<file path="src/rtl/crfr_pkg.sv">
package crfr_pkg;

  localparam int unsigned ParamCount   = 16;
  localparam int unsigned SpecialCount = 3;
  localparam int unsigned PayloadBytes = 8;
  localparam int unsigned WinLen       = PayloadBytes + 2;

  localparam logic [7:0] StartMark = 8'd7;
  localparam logic [7:0] StopMark  = 8'd8;

  // lowest special number, -3 as a 32-bit pattern
  localparam logic [31:0] SpecialLow = 32'hFFFF_FFFD;

  typedef enum logic [1:0] {
    ACT_PARAM   = 2'd0,
    ACT_SPECIAL = 2'd1,
    ACT_IGNORE  = 2'd2
  } action_e;

  typedef enum logic [1:0] {
    MODE_LIVE   = 2'd0,
    MODE_RECORD = 2'd1,
    MODE_REC_TX = 2'd2,
    MODE_WAIT   = 2'd3
  } mode_e;

  typedef enum logic [1:0] {
    SPC_IDX0 = 2'd0,
    SPC_IDX1 = 2'd1,
    SPC_MODE = 2'd2
  } special_e;

  typedef struct packed {
    logic shift;
    logic clear;
  } cell_ctrl_t;

  typedef struct packed {
    logic        fire;
    logic [31:0] num;
    logic [31:0] val;
  } frame_t;

endpackage

</file>
<file path="src/rtl/crfr_rx_if.sv">
interface crfr_rx_if;
  logic       valid;
  logic       ready;
  logic [7:0] rx_byte;

  modport source (output valid, output rx_byte, input ready);
  modport sink (input valid, input rx_byte, output ready);
endinterface

</file>
<file path="src/rtl/crfr_res_if.sv">
interface crfr_res_if;
  logic        valid;
  logic        ready;
  logic [1:0]  action;
  logic [3:0]  target_index;
  logic [31:0] word_value;
  logic [1:0]  send_mode;

  modport source (
    output valid, output action, output target_index, output word_value,
    output send_mode, input ready
  );
  modport sink (
    input valid, input action, input target_index, input word_value,
    input send_mode, output ready
  );
endinterface

</file>
<file path="src/rtl/command_frame_receiver_core.sv">
// Command frame receiver: takes one received byte per transfer and watches the
// last ten bytes since the previous frame. A start byte 7 followed nine bytes
// later by a stop byte 8 forms a frame: bytes 1-4 are a signed little-endian
// parameter number, bytes 5-8 a 32-bit value. Each frame yields one result
// (parameter write, special write for -1..-3, or ignored) and restarts the
// window; numbers -1..-3 update the special store and -3 may switch the mode.
// A byte is taken every cycle; the byte window is a nine-cell shift chain plus
// the incoming byte, with a parallel start/stop compare, and one output
// register holds the result, so input stalls only while a result is held and
// not taken by the sink.
module command_frame_receiver_core (
  input  logic        clk_i,
  input  logic        rst_ni,
  crfr_rx_if.sink     rx_i,
  crfr_res_if.source  res_o
);
  import crfr_pkg::*;

  logic [7:0] cell_byte  [WinLen-1];
  logic       cell_valid [WinLen-1];
  cell_ctrl_t ctrl;
  frame_t     frame;
  logic       xfer;

  assign rx_i.ready = ~res_o.valid | res_o.ready;
  assign xfer       = rx_i.valid & rx_i.ready;

  // cell 0 holds the newest byte; oldest held byte sits in cell WinLen-2
  always_comb begin
    frame.fire = xfer && cell_valid[WinLen-2] && cell_byte[WinLen-2] == StartMark
                 && rx_i.rx_byte == StopMark;
    frame.num  = {cell_byte[4], cell_byte[5], cell_byte[6], cell_byte[7]};
    frame.val  = {cell_byte[0], cell_byte[1], cell_byte[2], cell_byte[3]};
    ctrl.shift = xfer;
    ctrl.clear = frame.fire;
  end

  for (genvar k = 0; k < WinLen - 1; k++) begin : g_cell
    if (k == 0) begin : g_head
      crfr_cell u_cell (
        .clk_i   (clk_i),
        .rst_ni  (rst_ni),
        .ctrl_i  (ctrl),
        .byte_i  (rx_i.rx_byte),
        .valid_i (1'b1),
        .byte_o  (cell_byte[k]),
        .valid_o (cell_valid[k])
      );
    end else begin : g_body
      crfr_cell u_cell (
        .clk_i   (clk_i),
        .rst_ni  (rst_ni),
        .ctrl_i  (ctrl),
        .byte_i  (cell_byte[k-1]),
        .valid_i (cell_valid[k-1]),
        .byte_o  (cell_byte[k]),
        .valid_o (cell_valid[k])
      );
    end
  end

  crfr_decode u_decode (
    .clk_i   (clk_i),
    .rst_ni  (rst_ni),
    .frame_i (frame),
    .res_o   (res_o)
  );
endmodule

</file>
<file path="src/rtl/crfr_cell.sv">
module crfr_cell (
  input  logic                clk_i,
  input  logic                rst_ni,
  input  crfr_pkg::cell_ctrl_t ctrl_i,
  input  logic [7:0]          byte_i,
  input  logic                valid_i,
  output logic [7:0]          byte_o,
  output logic                valid_o
);
  import crfr_pkg::*;

  logic [7:0] byte_q;
  logic       valid_q, valid_d;

  always_comb begin
    valid_d = valid_q;
    if (ctrl_i.clear) begin
      valid_d = 1'b0;
    end else if (ctrl_i.shift) begin
      valid_d = valid_i;
    end
  end

  always_ff @(posedge clk_i or negedge rst_ni) begin
    if (!rst_ni) begin
      valid_q <= 1'b0;
    end else begin
      valid_q <= valid_d;
    end
  end

  always_ff @(posedge clk_i) begin
    if (ctrl_i.shift && !ctrl_i.clear) begin
      byte_q <= byte_i;
    end
  end

  assign byte_o  = byte_q;
  assign valid_o = valid_q;
endmodule

</file>
<file path="src/rtl/crfr_decode.sv">
module crfr_decode (
  input  logic           clk_i,
  input  logic           rst_ni,
  input  crfr_pkg::frame_t frame_i,
  crfr_res_if.source     res_o
);
  import crfr_pkg::*;

  logic [31:0] spc_q [SpecialCount];
  logic [1:0]  mode_q, mode_d;
  logic        out_valid_q;
  logic [1:0]  act_q;
  logic [3:0]  tgt_q;
  logic [31:0] val_q;
  logic [1:0]  smode_q;

  action_e     act;
  logic [3:0]  tgt;
  logic [1:0]  spc_idx;
  logic        is_spc;

  always_comb begin
    spc_idx = ~frame_i.num[1:0];
    is_spc  = 1'b0;
    mode_d  = mode_q;
    if (frame_i.num < 32'(ParamCount)) begin
      act = ACT_PARAM;
      tgt = frame_i.num[3:0];
    end else if (frame_i.num >= SpecialLow) begin
      act    = ACT_SPECIAL;
      tgt    = {2'b00, spc_idx};
      is_spc = 1'b1;
      // mode switches only on a changed value for the mode word
      if (spc_idx == SPC_MODE && frame_i.val != spc_q[SPC_MODE]) begin
        if (frame_i.val == 32'd1) begin
          mode_d = MODE_RECORD;
        end else if (frame_i.val == 32'd0) begin
          mode_d = MODE_REC_TX;
        end
      end
    end else begin
      act = ACT_IGNORE;
      tgt = 4'd0;
    end
  end

  always_ff @(posedge clk_i or negedge rst_ni) begin
    if (!rst_ni) begin
      mode_q      <= MODE_LIVE;
      out_valid_q <= 1'b0;
      for (int i = 0; i < SpecialCount; i++) begin
        spc_q[i] <= '0;
      end
    end else begin
      if (frame_i.fire) begin
        mode_q <= mode_d;
        if (is_spc) begin
          spc_q[spc_idx] <= frame_i.val;
        end
      end
      out_valid_q <= frame_i.fire | (out_valid_q & ~res_o.ready);
    end
  end

  always_ff @(posedge clk_i) begin
    if (frame_i.fire) begin
      act_q   <= act;
      tgt_q   <= tgt;
      val_q   <= frame_i.val;
      smode_q <= mode_d;
    end
  end

  assign res_o.valid        = out_valid_q;
  assign res_o.action       = act_q;
  assign res_o.target_index = tgt_q;
  assign res_o.word_value   = val_q;
  assign res_o.send_mode    = smode_q;
endmodule

</file>
<file path="src/flat_wrapper.sv">
// flat-port wrapper written by rule: the top's interface ports become plain ports
module command_frame_receiver_core_flat import crfr_pkg::*;
  (clk_i, rst_ni, rx_i_valid, rx_i_rx_byte, rx_i_ready, res_o_valid, res_o_action, res_o_target_index, res_o_word_value, res_o_send_mode, res_o_ready);
  crfr_rx_if rx_i_i ();
  crfr_res_if res_o_i ();
  input  logic clk_i;
  input  logic rst_ni;
  input wire logic [$bits(rx_i_i.valid)-1:0] rx_i_valid;
  input wire logic [$bits(rx_i_i.rx_byte)-1:0] rx_i_rx_byte;
  output wire logic [$bits(rx_i_i.ready)-1:0] rx_i_ready;
  output wire logic [$bits(res_o_i.valid)-1:0] res_o_valid;
  output wire logic [$bits(res_o_i.action)-1:0] res_o_action;
  output wire logic [$bits(res_o_i.target_index)-1:0] res_o_target_index;
  output wire logic [$bits(res_o_i.word_value)-1:0] res_o_word_value;
  output wire logic [$bits(res_o_i.send_mode)-1:0] res_o_send_mode;
  input wire logic [$bits(res_o_i.ready)-1:0] res_o_ready;
  assign rx_i_i.valid = rx_i_valid;
  assign rx_i_i.rx_byte = rx_i_rx_byte;
  assign rx_i_ready = rx_i_i.ready;
  assign res_o_valid = res_o_i.valid;
  assign res_o_action = res_o_i.action;
  assign res_o_target_index = res_o_i.target_index;
  assign res_o_word_value = res_o_i.word_value;
  assign res_o_send_mode = res_o_i.send_mode;
  assign res_o_i.ready = res_o_ready;
  command_frame_receiver_core u_core (.clk_i(clk_i), .rst_ni(rst_ni), .rx_i(rx_i_i), .res_o(res_o_i));
endmodule
</file>
<file path="config.mk">
export PLATFORM = sky130hd
export DESIGN_NAME = command_frame_receiver_core_flat
export DESIGN_NICKNAME = d
export VERILOG_FILES = /design/src/rtl/crfr_pkg.sv /design/src/rtl/crfr_rx_if.sv /design/src/rtl/crfr_res_if.sv /design/src/rtl/command_frame_receiver_core.sv /design/src/rtl/crfr_cell.sv /design/src/rtl/crfr_decode.sv /design/src/flat_wrapper.sv
export SDC_FILE = /design/constraint.sdc
export NUM_CORES = 1
export LEC_CHECK = 0
export BUFFER_PORTS_ARGS = -buffer_cell sky130_fd_sc_hd__buf_4
export CORE_ASPECT_RATIO = 0.8
export CORE_MARGIN = 8
export CORE_UTILIZATION = 40
export DETAILED_ROUTE_END_ITERATION = 12
export GPL_TIMING_DRIVEN = 0
export PLACE_DENSITY = 0.64
export SYNTH_ARGS = -nofsm -noshare
export SYNTH_HDL_FRONTEND = slang
export SYNTH_HIERARCHICAL = 1
export SYNTH_SLANG_ARGS = --single-unit
</file>
<file path="constraint.sdc">
create_clock -name clk_i -period 5.55 [get_ports clk_i]
set_input_delay 0.8325 -clock clk_i [delete_from_list [all_inputs] [get_ports clk_i]]
set_output_delay 0.8325 -clock clk_i [all_outputs]
set_load 0.03 [all_outputs]
</file>
==> results of run 1 <==
[flip-flops by register name, indices dropped and copies added, names as in the netlist]
name / cells
u_core/g_cell.g_body.u_cell/byte_o: 64
u_core/u_decode/res_o.word_value: 32
u_core/u_decode/spc_q: 32
u_core/g_cell.g_head.u_cell/byte_o: 8
u_core/g_cell.g_body.u_cell/valid_o: 8
u_core/u_decode/res_o.target_index: 4
u_core/u_decode/mode_q: 2
u_core/u_decode/res_o.action: 2
u_core/u_decode/res_o.send_mode: 2
u_core/g_cell.g_head.u_cell/valid_o: 1
u_core/u_decode/res_o.valid: 1
[cell families after synthesis]
family	Yosys count	synth area share, %
xor gates and xnor gates	32	4.849
other	1	0.06487
buffers and inverters	7	0.5193
AOI/OAI and AO/OA	4	0.5411
muxes	46	8.788
and+or+nand+nor	75	8.008
DFF	156	77.23
[how the worst max path moves through the flow]
stage | from | end
floorplan | res_o_ready | u_core/u_decode/spc_q[25]
global placement | rx_i_rx_byte[0] | u_core/u_decode/spc_q[16]
detailed placement | rx_i_rx_byte[0] | u_core/u_decode/spc_q[16]
CTS | rx_i_rx_byte[0] | u_core/u_decode/spc_q[16]
global route | rx_i_rx_byte[0] | u_core/u_decode/spc_q[16]
finish | rx_i_rx_byte[0] | u_core/u_decode/spc_q[9]
[cell usage after synthesis (all sizes together)]
cell type,number,share of area [%]
nor3,2,0.26
nor4,18,2.1
a2111o,1,0.19
buf,3,0.26
nand2,3,0.19
nand4b,1,0.15
a211oi,1,0.13
inv,3,0.19
dfrtp,44,19
nor4b,3,0.56
mux2i,11,1.9
nor2,11,0.71
o211ai,1,0.13
nand4,17,1.8
mux2,35,6.9
nor2b,9,0.97
or4,1,0.19
edfxtp,112,58
nand2b,1,0.11
o21ai,1,0.086
or2,1,0.11
clkbuf,1,0.065
conb,1,0.065
and4,1,0.15
and2,4,0.43
nand3,3,0.26
xnor2,32,4.8
[through the flow]
stage,std cells,setup TNS (ns)
after global placement,558,-78.35
after detailed placement,560,0
after global routing,592,0
final,592,0
after CTS,592,0
after floorplan,321,0
[per-layer routing]
metal | part of all wire (%) | wire (um) | global-route usage [%] | up-vias
li1 | - | - | - | 1390
met1 | 45 | 4965 | 16.45 | 1563
met2 | 49 | 5392 | 20.33 | 77
met3 | 5.6 | 617 | 4.133 | 9
met4 | 0.78 | 86 | 4.486 | 0
met5 | 0 | 0 | 0 | -
[placed cells by master, fill, tap and decap left out, drive strengths merged]
cell	count
and2	4
clkinvlp	3
nand2b	1
mux2i	11
or2	1
clkbuf	22
nor4	18
conb	1
or4	1
bufinv	1
nor3	2
mux2	35
inv	4
nor4b	3
nor2b	9
and4	1
nand2	3
nand3	3
a2111o	1
o211ai	1
o21ai	1
edfxtp	112
nand4	17
a211oi	1
nor2	11
clkinv	6
buf	58
dfrtp	44
xnor2	32
nand4b	1
[worst max-delay path, cell delays in order]
cell and delay (ns):
buf_4 0.11, nor4b_1 0.63, nand2_1 0.20, nor3_4 0.73, inv_1 0.19, or2_1 0.28, clkbuf_1 0.16, buf_2 0.23
mux2_1 0.33
[final cells by class]
class / instances / area, um^2
fillers: 1206 / 7217
flip-flops and latches: 156 / 4464
multi-input cells: 158 / 1292
clock buffers: 21 / 440.4
repair buffers: 55 / 427.9
well taps: 184 / 230.2
clock inverters: 11 / 97.59
plain buffers: 4 / 18.77
inverters: 3 / 11.26
[report_power, final]
group / leakage, nW / internal, mW / switching (mW)
clock: 0.255 / 0.615 / 0.440
sequential: 1.66 / 1.31 / 0.0457
combinational: 0.743 / 0.0308 / 0.0371
==> impl_metrics.csv, run 1 <==
group,metric,value,unit
outcome,outcome,"finished clean",
routing,viasPerCell,5.133,
setup_path,worstReg2RegEnd,"u_core/u_decode/spc_q[9]",
power,total_power,2.476,mW
timing,final_max_slew_viol_count,0,
yosys,syn_area_per_cell,18.01,um^2
setup_path,critPathRequiredTime,5.84,ns
die,die_area,18580,um^2
setup_path,reg2regPathDepth,8,
placement,port_buffers,53,
final_layout,nNetsFinal,407,
routing,wl,11060,um
clocking,clk_pin_slew,0.06,ns
setup_path,critPathMaxFanout,18,
grt,grt_pass1_wl,17560,um
final_layout,drive_gt1_share,28.92,%
placement,dp_slack,1.724,ns
clocking,root_buffer,"clkbuf_16",
yosys,syn_inst,321,
routing,vias,3039,
clocking,cts_setup_buffers,0,
power,leakage,2.661,nW
grt,gr-total-overflow,0,
die,initial_utilization,40.71,%
clocking,post_cts_resized,0,
setup_path,path_class,"input port to flop",
timing,setup_viol,0,
routing,antenna_left,0,
placement,dp_hpwl,7604,um
routing,drt-pass1-iter-count,4,
clocking,cts.htree.levels,4,
setup_path,regToRegStartpoint,"u_core/g_cell[8].g_body.u_cell/byte_o[3]",
yosys,synth_area,5781,um^2
clocking,cts_buffer_depth,2,
die,num_rows,39,
grt,first_global_vias,3092,
setup_path,crit_path_start_kind,"input port",
placement,gp_congestion,0.8054,
timing,hold_viol,0,
final_layout,syn_to_final_growth,20.80,%
clocking,clock-sinks,156,
routing,drc,0,
timing,layout_setup_ws,2.130,ns
die,die-width,150.4,um
die,coreArea,14200,um^2
clocking,cts_hold_buf,0,
yosys,synthDistinctLibCells,32,
die,ios,54,
timing,tightest_slew,0.8439,ns
final_layout,postLayoutCoreUtil,49.18,%
worst_hold_path,hold_path.class,"input port to async pin",
setup_path,crit_arrival,3.71,ns
clocking,cts_tree,"built",
timing,finClkSkew,0.01180,ns
grt,antenna_found_initial,0,
yosys,seq_area_frac_synth,77.23,%
grt,globalRouteTotalUtil,12.85,%
placement,dpl_cell_area,6445,um^2
setup_path,crit_path_end_kind,"flop",
setup_path,r2r_slack,2.67,ns
job,max-cap-violations,0,
clocking,worstSkewPairLatency,0.42,ns
routing,dr.first_iter.drc_count,193,
final_layout,antennaDiodeCount,0,
die,dieHeight,123.5,um
timing,fin_hold_ws,0.4111,ns
timing,rsz0062_at_grt,"false",
timing,finalCritPeriodShare,61.62,%
grt,grt_start_max_net_pins,45,
final_layout,final_cell_area,6983,um^2
yosys,synth_seq_cells,156,
yosys,ys_warn_count,6,
clocking,cts_made_buffers,17,
timing,max_freq,292.4,MHz
routing,avgRoutedWirePerCell,18.69,um
timing,period_needed,3.420,ns
power,max-vdd-ir-drop,0.0002186,V
timing,relSlewSlack,43.56,%
yosys,synth_nets,333,
power,powerDensity,354.6,nW/um^2
Power figures use the tool's default switching activity.
==> run 2, diff against run 1 <==
PLACE_DENSITY = 0.67   (was 0.64)
clock period = 3 ns   (was 5.55 ns; I/O delays follow)
==> impl_metrics.csv, run 2 (synthesized netlist as in run 1, its figures left out) <==
group,metric,value,unit
outcome,outcome,"finished clean",
timing,final_max_slew_viol_count,0,
worst_hold_path,hold_path.class,"input port to async pin",
grt,gr-total-overflow,0,
placement,gp_congestion,0.8342,
timing,hold_viol,0,
timing,fin_hold_ws,0.03951,ns
timing,finalCritPeriodShare,87.39,%
final_layout,drive_gt1_share,32.27,%
die,coreArea,14200,um^2
routing,dr.first_iter.drc_count,262,
grt,grt_pass1_wl,17690,um
grt,grt_start_max_net_pins,45,
clocking,cts.htree.levels,4,
clocking,cts_made_buffers,17,
routing,drc,0,
timing,relSlewSlack,40.43,%
routing,antenna_left,0,
clocking,clock-sinks,156,
die,initial_utilization,40.71,%
grt,first_global_vias,3054,
clocking,cts_setup_buffers,0,
routing,vias,3005,
die,dieHeight,123.5,um
clocking,cts_buffer_depth,2,
timing,finClkSkew,0.007549,ns
clocking,root_buffer,"clkbuf_16",
power,powerDensity,672.0,nW/um^2
timing,rsz0062_at_grt,"false",
setup_path,crit_arrival,2.92,ns
clocking,cts_tree,"built",
power,max-vdd-ir-drop,0.0004001,V
setup_path,critPathRequiredTime,3.29,ns
final_layout,nNetsFinal,408,
power,leakage,2.762,nW
job,max-cap-violations,0,
setup_path,critPathMaxFanout,14,
routing,viasPerCell,5.067,
grt,globalRouteTotalUtil,12.91,%
timing,max_freq,381.4,MHz
final_layout,largest_reg_flops,64,
clocking,post_cts_resized,0,
routing,drt-pass1-iter-count,4,
placement,dp_hpwl,7750,um
clocking,cts_hold_buf,0,
die,die_area,18580,um^2
clocking,worstSkewPairLatency,0.41,ns
clocking,clk_pin_slew,0.06,ns
setup_path,crit_path_start_kind,"flop",
die,num_rows,39,
routing,avgRoutedWirePerCell,18.88,um
setup_path,crit_path_end_kind,"flop",
timing,setup_viol,0,
final_layout,antennaDiodeCount,0,
final_layout,syn_to_final_growth,23.74,%
setup_path,path_class,"flop to flop",
placement,port_buffers,53,
die,ios,54,
timing,period_needed,2.622,ns
timing,tightest_slew,0.8936,ns
final_layout,final_cell_mix,"edfxtp_1, buf_4, dfrtp_1",
grt,antenna_found_initial,0,
die,die-width,150.4,um
routing,wl,11200,um
final_layout,postLayoutCoreUtil,50.37,%
final_layout,layout_commonest_cell,"edfxtp_1",
## run 2: cell types whose count changed in the layout (fill, tap and decap cells not counted), moves of 2 or more
| cell | change |
|---|---|
| mux2_4 | +6 |
| buf_6 | +2 |
| buf_2 | -3 |
| clkbuf_8 | +4 |
| clkinvlp_4 | -3 |
| mux2_1 | -6 |
| bufinv_16 | +2 |
| clkbuf_1 | -3 |
## run 2: through the flow
step                cell area [um^2]  setup TNS, ns  instances  setup WS, ns  power (mW)
finish                          7153              0        593        0.3782       4.807
global route                    7153              0        593        0.2015       4.986
CTS                             7153              0        593        0.3266       4.860
detailed placement              6543        -0.1632        561      -0.03355       2.677
global placement                6485        -174.99        558        -1.616       2.670
floorplan                       5857         -7.538        321       -0.2647       2.597
## run 2: final cells by class
cell class              count  area, um^2
plain buffers               4       51.30
clock buffers              22       474.2
multi-input cells         158        1329
fillers                  1157        7047
clock inverters            10       136.4
flip-flops and latches    156        4466
inverters                   3       11.26
repair buffers             56       455.4
well taps                 184       230.2
## run 2: path summary, 6_finish.rpt
kind,start,end,slack (ns),depth (start not counted)
worst min-delay path,rst_ni,u_core/u_decode/spc_q[26],0.04,1
max in group asynchronous,rst_ni,u_core/u_decode/res_o.valid,2.52,1
worst max register to register,u_core/g_cell[8].g_body.u_cell/byte_o[6],u_core/u_decode/spc_q[17],0.38,8
worst max-delay path,u_core/g_cell[8].g_body.u_cell/byte_o[6],u_core/u_decode/spc_q[17],0.38,8
min in group clk_i,res_o_ready,u_core/u_decode/res_o.valid,0.22,2
worst min register to register,u_core/g_cell[6].g_body.u_cell/byte_o[1],u_core/g_cell[7].g_body.u_cell/byte_o[1],0.48,0
## run 2: report_power, final
| group | internal, mW | switching, mW | leakage, nW |
|---|---|---|---|
| registers | 2.42 | 0.0850 | 1.66 |
| clock network | 1.38 | 0.796 | 0.305 |
| logic | 0.0579 | 0.0722 | 0.796 |
## run 2: worst max-delay path, cell delays in order (launching register included)
cell and delay [ns]:
edfxtp_1 0.37, nor4b_2 0.26, nand3_1 0.17, nor3_4 0.62
inv_1 0.20, or2_1 0.26, clkbuf_8 0.16, buf_6 0.15
mux2_4 0.30
## run 2: metal layers
metal,vias to the layer above,share of wire (%),track usage [%]
li1,1390,-,-
met1,1527,47,17.06
met2,84,48,19.38
met3,4,4.9,4.609
met4,0,0.15,4.611
met5,-,0,0
